`config.mk`:
```
export PLATFORM = sky130hd
export DESIGN_NAME = iso_timestamp_to_epoch_top
export DESIGN_NICKNAME = d
export VERILOG_FILES = /design/src/rtl/core/ite_pkg.sv /design/src/rtl/core/ite_front.sv /design/src/rtl/core/ite_queue.sv /design/src/rtl/core/ite_back.sv /design/src/rtl/core/iso_timestamp_to_epoch_top.sv
export SDC_FILE = /design/constraint.sdc
export NUM_CORES = 2
export LEC_CHECK = 0
export ABC_AREA = 1
export BUFFER_PORTS_ARGS = -buffer_cell sky130_fd_sc_hd__clkbuf_2
export CAP_MARGIN = 20
export CORE_MARGIN = 5
export CORE_UTILIZATION = 40
export CTS_BUF_LIST = sky130_fd_sc_hd__clkbuf_16
export DETAILED_ROUTE_END_ITERATION = 6
export PLACE_DENSITY_LB_ADDON = 0.2
export SYNTH_ARGS = -nofsm -noshare
export SYNTH_HDL_FRONTEND = slang
export SYNTH_SLANG_ARGS = --single-unit
```
`constraint.sdc`:
```
create_clock -name clock -period 9.3 [get_ports clock]
set_input_delay 1.86 -clock clock [delete_from_list [all_inputs] [get_ports clock]]
set_output_delay 1.86 -clock clock [all_outputs]
set_load 0.02 [all_outputs]
```
`src/rtl/core/ite_pkg.sv`:
```
package ite_pkg;

   // depth of the queue between parser and converter
   localparam int unsigned ITE_QUEUE_DEPTH = 2;

   localparam int unsigned YEAR_W  = 14;
   localparam int unsigned SMALL_W = 7;
   localparam int unsigned EPOCH_W = 39;

   // parsed fields of one timestamp, handed from parser to converter
   typedef struct packed {
      logic [YEAR_W-1:0]  year;
      logic [SMALL_W-1:0] month;
      logic [SMALL_W-1:0] day;
      logic [SMALL_W-1:0] hour;
      logic [SMALL_W-1:0] minute;
      logic [SMALL_W-1:0] second;
      logic               offset_negative;
      logic [SMALL_W-1:0] offset_hours;
      logic [SMALL_W-1:0] offset_minutes;
   } ite_entry_type;

   typedef enum logic [1:0] {
      PH_DATETIME,
      PH_FRACTION,
      PH_OFF_HOURS,
      PH_OFF_MINUTES
   } ite_phase_type;

   typedef enum logic [3:0] {
      BK_IDLE,
      BK_DAYS,
      BK_LEAP4,
      BK_LEAP100,
      BK_LEAP400,
      BK_HOURS,
      BK_MINUTES,
      BK_SECONDS,
      BK_FINISH
   } ite_back_state_type;

   localparam logic [15:0] EPOCH_YEAR    = 16'd1970;
   localparam logic [15:0] LEAP4_BASE    = 16'd1968;
   localparam logic [15:0] LEAP100_BASE  = 16'd1900;
   localparam logic [15:0] LEAP400_BASE  = 16'd1600;
   localparam logic [18:0] SEC_PER_HOUR  = 19'd3600;
   localparam logic [18:0] SEC_PER_MIN   = 19'd60;
   // reciprocal of 100, scaled by 2**21, exact for operands below 43690
   localparam logic [14:0] RECIP_100     = 15'd20972;
   localparam int unsigned RECIP_SHIFT   = 21;
   // reciprocal of 12, scaled by 2**11, exact for month values below 128
   localparam logic [7:0]  RECIP_12      = 8'd171;

   function automatic logic [8:0] days_before_month(input logic [3:0] m);
      logic [8:0] d;
      case (m)
         4'd0:    d = 9'd0;
         4'd1:    d = 9'd31;
         4'd2:    d = 9'd59;
         4'd3:    d = 9'd90;
         4'd4:    d = 9'd120;
         4'd5:    d = 9'd151;
         4'd6:    d = 9'd181;
         4'd7:    d = 9'd212;
         4'd8:    d = 9'd243;
         4'd9:    d = 9'd273;
         4'd10:   d = 9'd304;
         4'd11:   d = 9'd334;
         default: d = 9'd0;
      endcase
      return d;
   endfunction

   function automatic logic [YEAR_W-1:0] push_year(input logic [YEAR_W-1:0] acc,
                                                   input logic [3:0] d);
      logic [YEAR_W+3:0] v;
      v = (YEAR_W+4)'(acc) * (YEAR_W+4)'(10) + (YEAR_W+4)'(d);
      return (v > (YEAR_W+4)'({YEAR_W{1'b1}})) ? {YEAR_W{1'b1}} : v[YEAR_W-1:0];
   endfunction

   function automatic logic [SMALL_W-1:0] push_small(input logic [SMALL_W-1:0] acc,
                                                     input logic [3:0] d);
      logic [SMALL_W+3:0] v;
      v = (SMALL_W+4)'(acc) * (SMALL_W+4)'(10) + (SMALL_W+4)'(d);
      return (v > (SMALL_W+4)'({SMALL_W{1'b1}})) ? {SMALL_W{1'b1}} : v[SMALL_W-1:0];
   endfunction

endpackage

```
`src/rtl/core/ite_front.sv`:
```
module ite_front (
   input  logic                  clock,
   input  logic                  reset,
   input  logic                  req_valid,
   output logic                  req_ready,
   input  logic [7:0]            req_char_code,
   input  logic                  req_last_char,
   input  logic                  queue_full,
   output logic                  push_valid,
   output ite_pkg::ite_entry_type push_entry
);
   import ite_pkg::*;

   localparam logic [2:0] FI_YEAR   = 3'd0;
   localparam logic [2:0] FI_MONTH  = 3'd1;
   localparam logic [2:0] FI_DAY    = 3'd2;
   localparam logic [2:0] FI_HOUR   = 3'd3;
   localparam logic [2:0] FI_MINUTE = 3'd4;
   localparam logic [2:0] FI_SECOND = 3'd5;
   localparam logic [2:0] FI_DONE   = 3'd6;
   localparam logic [2:0] FI_ZULU   = 3'd7;

   localparam logic [7:0] CH_ZERO  = 8'h30;
   localparam logic [7:0] CH_NINE  = 8'h39;
   localparam logic [7:0] CH_Z     = 8'h5A;
   localparam logic [7:0] CH_T     = 8'h54;
   localparam logic [7:0] CH_COLON = 8'h3A;
   localparam logic [7:0] CH_MINUS = 8'h2D;
   localparam logic [7:0] CH_PLUS  = 8'h2B;
   localparam logic [7:0] CH_DOT   = 8'h2E;

   ite_entry_type fields_ff, fields_in;
   logic [2:0]    field_ff, field_in;
   ite_phase_type phase_ff, phase_in;
   logic          seen_t_ff, seen_t_in;

   logic          is_digit;
   logic [7:0]    digit_full;
   logic [3:0]    digit;
   logic [2:0]    field_step;
   logic          take;

   assign req_ready  = !queue_full;
   assign take       = req_valid && req_ready;
   assign push_valid = take && req_last_char;
   assign push_entry = fields_in;

   assign is_digit   = (req_char_code >= CH_ZERO) && (req_char_code <= CH_NINE);
   assign digit_full = req_char_code - CH_ZERO;
   assign digit      = is_digit ? digit_full[3:0] : 4'd0;
   assign field_step = (field_ff < FI_DONE) ? field_ff + 3'd1 : field_ff;

   always_comb begin
      fields_in = fields_ff;
      field_in  = field_ff;
      phase_in  = phase_ff;
      seen_t_in = seen_t_ff;
      if (field_ff != FI_ZULU) begin
         if (req_char_code == CH_Z) begin
            // zulu clears any offset and freezes the parser
            field_in                 = FI_ZULU;
            phase_in                 = PH_FRACTION;
            fields_in.offset_negative = 1'b0;
            fields_in.offset_hours    = '0;
            fields_in.offset_minutes  = '0;
         end else begin
            case (phase_ff)
               PH_DATETIME: begin
                  if (is_digit) begin
                     case (field_ff)
                        FI_YEAR:   fields_in.year   = push_year(fields_ff.year, digit);
                        FI_MONTH:  fields_in.month  = push_small(fields_ff.month, digit);
                        FI_DAY:    fields_in.day    = push_small(fields_ff.day, digit);
                        FI_HOUR:   fields_in.hour   = push_small(fields_ff.hour, digit);
                        FI_MINUTE: fields_in.minute = push_small(fields_ff.minute, digit);
                        FI_SECOND: fields_in.second = push_small(fields_ff.second, digit);
                        default: ;
                     endcase
                  end else if (req_char_code == CH_T) begin
                     seen_t_in = 1'b1;
                     field_in  = field_step;
                  end else if (req_char_code == CH_COLON) begin
                     field_in = field_step;
                  end else if (req_char_code == CH_MINUS) begin
                     // a minus before the time part is a date separator
                     if (seen_t_ff) begin
                        fields_in.offset_negative = 1'b1;
                        phase_in                  = PH_OFF_HOURS;
                     end else begin
                        field_in = field_step;
                     end
                  end else if (req_char_code == CH_PLUS) begin
                     fields_in.offset_negative = 1'b0;
                     phase_in                  = PH_OFF_HOURS;
                  end else if (req_char_code == CH_DOT) begin
                     phase_in = PH_FRACTION;
                  end
               end
               PH_FRACTION: begin
                  if (req_char_code == CH_PLUS) begin
                     fields_in.offset_negative = 1'b0;
                     phase_in                  = PH_OFF_HOURS;
                  end else if (req_char_code == CH_MINUS && seen_t_ff) begin
                     fields_in.offset_negative = 1'b1;
                     phase_in                  = PH_OFF_HOURS;
                  end
               end
               PH_OFF_HOURS: begin
                  if (is_digit) begin
                     fields_in.offset_hours = push_small(fields_ff.offset_hours, digit);
                  end else if (req_char_code == CH_COLON) begin
                     phase_in = PH_OFF_MINUTES;
                  end
               end
               PH_OFF_MINUTES: begin
                  if (is_digit) begin
                     fields_in.offset_minutes = push_small(fields_ff.offset_minutes, digit);
                  end
               end
               default: ;
            endcase
         end
      end
   end

   always_ff @(posedge clock) begin
      if (reset || (take && req_last_char)) begin
         fields_ff <= '0;
         field_ff  <= FI_YEAR;
         phase_ff  <= PH_DATETIME;
         seen_t_ff <= 1'b0;
      end else if (take) begin
         fields_ff <= fields_in;
         field_ff  <= field_in;
         phase_ff  <= phase_in;
         seen_t_ff <= seen_t_in;
      end
   end

endmodule

```
`src/rtl/core/ite_queue.sv`:
```
module ite_queue #(
   parameter int unsigned DEPTH = ite_pkg::ITE_QUEUE_DEPTH
) (
   input  logic                  clock,
   input  logic                  reset,
   input  logic                  push_valid,
   input  ite_pkg::ite_entry_type push_entry,
   output logic                  full,
   input  logic                  pop,
   output logic                  empty,
   output ite_pkg::ite_entry_type head
);
   import ite_pkg::*;

   localparam int unsigned IDX_W = (DEPTH > 1) ? $clog2(DEPTH) : 1;
   localparam int unsigned CNT_W = $clog2(DEPTH + 1);

   ite_entry_type    entries_ff [DEPTH];
   logic [IDX_W-1:0] wr_ptr_ff, wr_ptr_in;
   logic [IDX_W-1:0] rd_ptr_ff, rd_ptr_in;
   logic [CNT_W-1:0] count_ff, count_in;

   assign full  = (count_ff == CNT_W'(DEPTH));
   assign empty = (count_ff == '0);
   assign head  = entries_ff[rd_ptr_ff];

   always_comb begin
      wr_ptr_in = wr_ptr_ff;
      rd_ptr_in = rd_ptr_ff;
      count_in  = count_ff;
      if (push_valid) begin
         wr_ptr_in = (wr_ptr_ff == IDX_W'(DEPTH - 1)) ? '0 : wr_ptr_ff + 1'b1;
      end
      if (pop) begin
         rd_ptr_in = (rd_ptr_ff == IDX_W'(DEPTH - 1)) ? '0 : rd_ptr_ff + 1'b1;
      end
      if (push_valid && !pop) begin
         count_in = count_ff + 1'b1;
      end else if (pop && !push_valid) begin
         count_in = count_ff - 1'b1;
      end
   end

   always_ff @(posedge clock) begin
      if (reset) begin
         wr_ptr_ff <= '0;
         rd_ptr_ff <= '0;
         count_ff  <= '0;
      end else begin
         wr_ptr_ff <= wr_ptr_in;
         rd_ptr_ff <= rd_ptr_in;
         count_ff  <= count_in;
      end
   end

   always_ff @(posedge clock) begin
      if (push_valid) begin
         entries_ff[wr_ptr_ff] <= push_entry;
      end
   end

endmodule

```
`src/rtl/core/ite_back.sv`:
```
module ite_back (
   input  logic                  clock,
   input  logic                  reset,
   input  logic                  queue_empty,
   output logic                  pop,
   input  ite_pkg::ite_entry_type head,
   output logic                  rsp_valid,
   input  logic                  rsp_ready,
   output logic [ite_pkg::EPOCH_W-1:0] rsp_epoch_seconds
);
   import ite_pkg::*;

   ite_back_state_type state_ff, state_in;
   logic               rsp_load;

   // datapath registers, two's complement modulo their width
   logic [15:0]        year_ff, y2_ff;
   logic [3:0]         mon_ff;
   logic [SMALL_W-1:0] day_ff, hour_ff, minute_ff, second_ff;
   logic [SMALL_W-1:0] offh_ff, offm_ff;
   logic               neg_ff;
   logic [18:0]        off_ff;
   logic [EPOCH_W-1:0] r_ff;
   logic [7:0]         q100_ff;
   logic               b_neg_ff;
   logic [11:0]        c4_ff;
   logic               c_neg_ff;
   logic [5:0]         q400_ff;
   logic               rsp_valid_ff;
   logic [EPOCH_W-1:0] rsp_data_ff;

   // load: month normalization
   logic        month_zero;
   logic [6:0]  mon0;
   logic [14:0] mon_prod;
   logic [3:0]  mon_q;
   logic [6:0]  mon_rem;
   logic [3:0]  mon_load;
   logic [15:0] year_load;

   // days
   logic [15:0]        y_rel;
   logic [EPOCH_W-1:0] r_days;
   logic [15:0]        y2_calc;
   logic [18:0]        off_calc;

   // leap corrections
   logic [15:0]        a_rel, a_mag, b_rel, b_mag, c_rel, c_mag;
   logic [EPOCH_W-1:0] leap4;
   logic [29:0]        b_prod;
   logic [26:0]        c_prod;
   logic [EPOCH_W-1:0] q100_ext, q400_ext;

   logic [EPOCH_W-1:0] r_final;

   always_comb begin
      month_zero = (head.month == '0);
      mon0       = head.month - 7'd1;
      mon_prod   = 15'(mon0) * 15'(RECIP_12);
      mon_q      = mon_prod[14:11];
      mon_rem    = mon0 - (7'({mon_q, 3'b000}) + 7'({mon_q, 2'b00}));
      // month zero borrows a year
      mon_load   = month_zero ? 4'd11 : mon_rem[3:0];
      year_load  = month_zero ? 16'(head.year) - 16'd1 : 16'(head.year) + 16'(mon_q);
   end

   always_comb begin
      y_rel    = year_ff - EPOCH_YEAR;
      r_days   = {{(EPOCH_W-16){y_rel[15]}}, y_rel} * EPOCH_W'(365)
               + EPOCH_W'(days_before_month(mon_ff));
      // january and february count the leap day of the year before
      y2_calc  = year_ff - ((mon_ff <= 4'd1) ? 16'd1 : 16'd0);
      off_calc = 19'(offh_ff) * SEC_PER_HOUR + 19'(offm_ff) * SEC_PER_MIN;
   end

   always_comb begin
      a_rel  = y2_ff - LEAP4_BASE;
      a_mag  = a_rel[15] ? -a_rel : a_rel;
      leap4  = EPOCH_W'(a_mag[15:2]);
      if (a_rel[15]) begin
         leap4 = -leap4;
      end
      b_rel  = y2_ff - LEAP100_BASE;
      b_mag  = b_rel[15] ? -b_rel : b_rel;
      b_prod = 30'(b_mag[14:0]) * 30'(RECIP_100);
      c_rel  = y2_ff - LEAP400_BASE;
      c_mag  = c_rel[15] ? -c_rel : c_rel;
      // truncating divide by 400 as divide by 4 then by 100
      c_prod = 27'(c4_ff) * 27'(RECIP_100);
      q100_ext = b_neg_ff ? -EPOCH_W'(q100_ff) : EPOCH_W'(q100_ff);
      q400_ext = c_neg_ff ? -EPOCH_W'(q400_ff) : EPOCH_W'(q400_ff);
      r_final  = neg_ff ? r_ff + EPOCH_W'(off_ff) : r_ff - EPOCH_W'(off_ff);
   end

   // outputs of the sequencer
   always_comb begin
      pop      = (state_ff == BK_IDLE) && !queue_empty;
      rsp_load = (state_ff == BK_FINISH) && (!rsp_valid_ff || rsp_ready);
   end

   // next state
   always_comb begin
      state_in = state_ff;
      case (state_ff)
         BK_IDLE:    if (!queue_empty) state_in = BK_DAYS;
         BK_DAYS:    state_in = BK_LEAP4;
         BK_LEAP4:   state_in = BK_LEAP100;
         BK_LEAP100: state_in = BK_LEAP400;
         BK_LEAP400: state_in = BK_HOURS;
         BK_HOURS:   state_in = BK_MINUTES;
         BK_MINUTES: state_in = BK_SECONDS;
         BK_SECONDS: state_in = BK_FINISH;
         BK_FINISH:  if (rsp_load) state_in = BK_IDLE;
         default:    state_in = BK_IDLE;
      endcase
   end

   always_ff @(posedge clock) begin
      if (reset) begin
         state_ff     <= BK_IDLE;
         rsp_valid_ff <= 1'b0;
      end else begin
         state_ff <= state_in;
         if (rsp_load) begin
            rsp_valid_ff <= 1'b1;
         end else if (rsp_ready) begin
            rsp_valid_ff <= 1'b0;
         end
      end
   end

   always_ff @(posedge clock) begin
      case (state_ff)
         BK_IDLE: begin
            year_ff   <= year_load;
            mon_ff    <= mon_load;
            day_ff    <= head.day;
            hour_ff   <= head.hour;
            minute_ff <= head.minute;
            second_ff <= head.second;
            neg_ff    <= head.offset_negative;
            offh_ff   <= head.offset_hours;
            offm_ff   <= head.offset_minutes;
         end
         BK_DAYS: begin
            r_ff   <= r_days;
            y2_ff  <= y2_calc;
            off_ff <= off_calc;
         end
         BK_LEAP4: begin
            r_ff     <= r_ff + leap4;
            q100_ff  <= b_prod[RECIP_SHIFT+7:RECIP_SHIFT];
            b_neg_ff <= b_rel[15];
            c4_ff    <= c_mag[13:2];
            c_neg_ff <= c_rel[15];
         end
         BK_LEAP100: begin
            r_ff    <= r_ff - q100_ext;
            q400_ff <= c_prod[RECIP_SHIFT+5:RECIP_SHIFT];
         end
         BK_LEAP400: r_ff <= r_ff + q400_ext + EPOCH_W'(day_ff) - EPOCH_W'(1);
         BK_HOURS:   r_ff <= r_ff * EPOCH_W'(24) + EPOCH_W'(hour_ff);
         BK_MINUTES: r_ff <= r_ff * EPOCH_W'(60) + EPOCH_W'(minute_ff);
         BK_SECONDS: r_ff <= r_ff * EPOCH_W'(60) + EPOCH_W'(second_ff);
         BK_FINISH:  if (rsp_load) rsp_data_ff <= r_final;
         default: ;
      endcase
   end

   assign rsp_valid         = rsp_valid_ff;
   assign rsp_epoch_seconds = rsp_data_ff;

endmodule

```
`src/rtl/core/iso_timestamp_to_epoch_top.sv`:
```
// throughput: one character per cycle while the queue has room; strings are converted
// one at a time by the nine-step date converter behind the parser queue
// reset: synchronous, active high; clears parser state, queue pointers,
// converter sequencer and the result valid flag
module iso_timestamp_to_epoch_top #(
   parameter int unsigned QUEUE_DEPTH = ite_pkg::ITE_QUEUE_DEPTH
) (
   input  logic                         clock,
   input  logic                         reset,
   // character channel
   input  logic                         req_valid,
   output logic                         req_ready,
   input  logic [7:0]                   req_char_code,
   input  logic                         req_last_char,
   // result channel
   output logic                         rsp_valid,
   input  logic                         rsp_ready,
   output logic [ite_pkg::EPOCH_W-1:0]  rsp_epoch_seconds
);
   import ite_pkg::*;

   // parser to queue
   logic          push_valid;
   ite_entry_type push_entry;
   logic          queue_full;

   // queue to converter
   logic          queue_empty;
   logic          pop;
   ite_entry_type head;

   // front: walks the string a character a transfer and gathers the
   // date, time and zone fields; the last character pushes a snapshot
   ite_front u_front (
      .clock         (clock),
      .reset         (reset),
      .req_valid     (req_valid),
      .req_ready     (req_ready),
      .req_char_code (req_char_code),
      .req_last_char (req_last_char),
      .queue_full    (queue_full),
      .push_valid    (push_valid),
      .push_entry    (push_entry)
   );

   // short queue so the parser keeps taking characters while a
   // conversion runs or a result waits on rsp_ready
   ite_queue #(
      .DEPTH (QUEUE_DEPTH)
   ) u_queue (
      .clock      (clock),
      .reset      (reset),
      .push_valid (push_valid),
      .push_entry (push_entry),
      .full       (queue_full),
      .pop        (pop),
      .empty      (queue_empty),
      .head       (head)
   );

   // back: month fold, day count, leap corrections, then
   // hours, minutes, seconds and zone offset, one step a cycle; the last step waits while an earlier result is held
   ite_back u_back (
      .clock             (clock),
      .reset             (reset),
      .queue_empty       (queue_empty),
      .pop               (pop),
      .head              (head),
      .rsp_valid         (rsp_valid),
      .rsp_ready         (rsp_ready),
      .rsp_epoch_seconds (rsp_epoch_seconds)
   );

endmodule

```
==> results_dict.tcl <==
set metrics [dict create \
    finalHoldViolations 0 \
    synth_area_um2 52760 \
    worstSetupEndpointType "flip-flop" \
    finClkSkew_ns 0.02704 \
    criticalPathCategory "reg -> reg" \
    synth-xor-area-share 0.05623 \
    critPathMaxFanout 7 \
    drc_errors 0 \
    area_growth_pct 7.994 \
    wire_per_inst_um 18.16 \
    synth-compound-area-share 0.1291 \
    synth_simple_gate_area_frac 0.2094 \
    period_minus_slack_ns 7.524 \
    numCtsBuffers 49 \
    wl_um 157800 \
    ys_ff_latch 419 \
    hold_path.class "reg -> reg" \
    slew_viol_final 0 \
    die_x_um 373.2 \
    synth_top_family_by_area "adder cells" \
    synth_mux_area_frac 0.0009486 \
    drtIter0Drc 3271 \
    crit_arrival_ns 7.90 \
    clock_path_buffers 3 \
    rsz0062_at_grt "no" \
    fin_crit_sh 0.8091 \
    grt_pass1_wl_um 249700 \
    grt_start_max_net_pins 77 \
    synth_edf_count 330 \
    gr-total-overflow 0 \
    cp.required_ns 9.67 \
    syn-num-nets 7889 \
    via_count 45550 \
    drive_gt1_frac 0.05233 \
    nets 7972 \
    worst_pin_slew_ns 1.125 \
    cts_tree "yes" \
    seqCellArea_um2 11690 \
    initial_core_util 0.4018 \
    yosysWarnings 0 \
    max_stage_delay_ns 0.72 \
    insertion_delay_ns 0.63 \
    setup_viol 0 \
    gp_congestion 0.9686 \
    r2r_cells 33 \
    postSynthCellCount 6813 \
    antenna_found_initial 3 \
    cts_resized 0 \
    endpoint "u_back.r_ff[35]" \
    core-area_um2 131300 \
    r2r_slack_ns 1.78 \
    die_area_um2 139300 \
    async_flop_share 0 \
    status "finished, final reports clean" \
    cap_violations 0 \
    crit_top_cell "inv_1" \
    multiInputGateArea_um2 36450 \
    ys.flop_type "edfxtp_1" \
    crit_slowest_cell "o31ai_1" \
    detail-route-antenna-nets 0 \
    fmax_mhz 132.9 \
    syn_avg_cell_area_um2 7.744 \
    min_path_cells 2 \
    fp-row-count 133 \
    postCtsSetupRepairBufs 0 \
    clk_pin_slew_ns 0.06 \
    cp-start-kind "flip-flop" \
    r2r-start "u_back.year_ff[1]" \
    htreeDepth 2 \
    max_slew_margin 0.2473 \
    fillers 13310 \
    grt_use_total 0.2227 \
    grt_pass1_vias 44690 \
    ys_types 82 \
    boundaryPins 54 \
    hold_buffers 0 \
    startpoint "u_back.year_ff[1]" \
    dp_hpwl_um 131400 \
    finalSetupTns_ns 0 \
    synth-adder-area-share 0.2941 \
    reg2reg_to "u_back.r_ff[35]" \
    cts_sinks 419 \
    firstDrtPassIters 6 \
    die_y_um 373.2 \
    ys_seq_area_frac 0.2216 \
    drt-vias-per-instance 5.241 \
    portBuffers 53 \
    insertedDiodeCount 0 \
    cts_root_buf "clkbuf_16" \
]
[state kept, by name, indices dropped and copies added (netlist names), 8 cells and up, named ones only]
| name | flops |
|---|---|
| u_back.rsp_epoch_seconds | 39 |
| u_back.c4_ff | 12 |
| u_back.year_ff | 16 |
| u_back.q100_ff | 8 |
| u_back.y2_ff | 16 |
| u_queue.entries_ff | 128 |
| u_front.fields_ff | 64 |
| u_back.off_ff | 17 |
| u_back.r_ff | 39 |
[metal layers]
| layer | global-route usage | vias to the layer above | wire, µm |
|---|---|---|---|
| met5 | 0 | - | 12 |
| met4 | 0.06378 | 2 | 5052 |
| met3 | 0.02838 | 195 | 9412 |
| met2 | 0.3637 | 1121 | 70590 |
| met1 | 0.3104 | 21360 | 72740 |
| li1 | - | 22870 | - |
[cell usage in the layout, fill, tap and decap left out, types with 53 or more instances in the layout]
| cell | netlist | routed |
|---|---|---|
| nand2_1 | 1223 | 1222 |
| inv_1 | 1126 | 1129 |
| ha_1 | 768 | 768 |
| nor2_1 | 648 | 643 |
| a21oi_1 | 511 | 510 |
| o21ai_0 | 398 | 398 |
| edfxtp_1 | 330 | 330 |
| nand3_1 | 296 | 296 |
| fa_1 | 295 | 295 |
| xor2_1 | 228 | 228 |
| xnor2_1 | 102 | 102 |
| nand4_1 | 100 | 100 |
| nor3_1 | 96 | 94 |
| dfxtp_1 | 89 | 88 |
| buf_4 | 6 | 57 |
| clkbuf_2 | 0 | 53 |
[logic make-up (layout without fill, tap and decap cells)]
group                    Yosys count  in the layout
AND/OR/NAND/NOR                 2553           2553
buffers and inverters           1227           1351
XOR/XNOR                         334            334
multiplexers                       5              5
adder cells (fa/ha/maj)         1063           1063
AO/OA/AOI/OAI                   1212           1212
flip-flops                       419            419
[how the worst min path moves through the flow]
stage | slack (ns) | to | from
floorplan | 0.45 | flip-flop | u_queue.rd_ptr_ff
global placement | 0.46 | u_queue.rd_ptr_ff | u_queue.rd_ptr_ff
detailed placement | 0.46 | u_queue.rd_ptr_ff | u_queue.rd_ptr_ff
CTS | 0.47 | u_queue.rd_ptr_ff | u_queue.rd_ptr_ff
global route | 0.50 | u_queue.rd_ptr_ff | u_queue.rd_ptr_ff
finish | 0.47 | u_queue.rd_ptr_ff | u_queue.rd_ptr_ff
[cell type report]
class,count,area share
clock buffer,49,0.02152
clock inverter,43,0.007049
inverter,1149,0.07578
multi-input combinational,5167,0.6397
sequential,419,0.2052
tap,1755,0.03854
timing repair buffer,110,0.01217
[worst max-delay path: cells and delay by family (launching register included)]
kind / cells / cell delay [ns]
DFF: 1 / 0.36
xor gates and xnor gates: 1 / 0.27
and+or+nand+nor: 11 / 1.25
adders and majority gates: 7 / 3.11
AOI/OAI and AO/OA: 7 / 1.79
buffers and inverters: 7 / 0.49
[synth_stat cells, types with 11 or more instances]
cell	count	share of area
nand2_1	1223	0.087
inv_1	1126	0.080
ha_1	768	0.18
nor2_1	648	0.046
a21oi_1	511	0.048
o21ai_0	398	0.038
edfxtp_1	330	0.19
nand3_1	296	0.028
fa_1	295	0.11
xor2_1	228	0.038
xnor2_1	102	0.017
nand4_1	100	0.012
nor3_1	96	0.0091
dfxtp_1	89	0.034
clkbuf_1	61	0.0043
a31oi_1	52	0.0062
or2_2	47	0.0056
o211ai_1	41	0.0058
a21o_1	32	0.0046
nand2_2	28	0.0033
o21bai_1	25	0.0036
o21ai_1	23	0.0022
nand3b_1	22	0.0031
nor4_1	19	0.0023
a211oi_1	15	0.0021
a221oi_1	15	0.0025
inv_2	14	0.0010
nor2_2	14	0.0017
o21a_1	14	0.0020
o31ai_1	14	0.0020
o221ai_1	13	0.0022
nand3_2	11	0.0021
o2111ai_1	11	0.0018
[stage by stage]
stage	worst slack, ns	instances	util	area [µm²]	hold slack, ns
final	1.776	8692	0.4340	56980	0.4736
after global routing	1.075	8692	0.4340	56980	0.4984
after CTS	1.771	8692	0.4340	56980	0.4748
after detailed placement	1.773	8600	0.4216	55350	0.4649
after global placement	1.801	8600	0.4216	55350	0.4569
after floorplan	2.646	6813	-	52760	0.4474
Power is not shown: default switching activity piles up to over one toggle a cycle in this logic, so the estimate is an artifact.
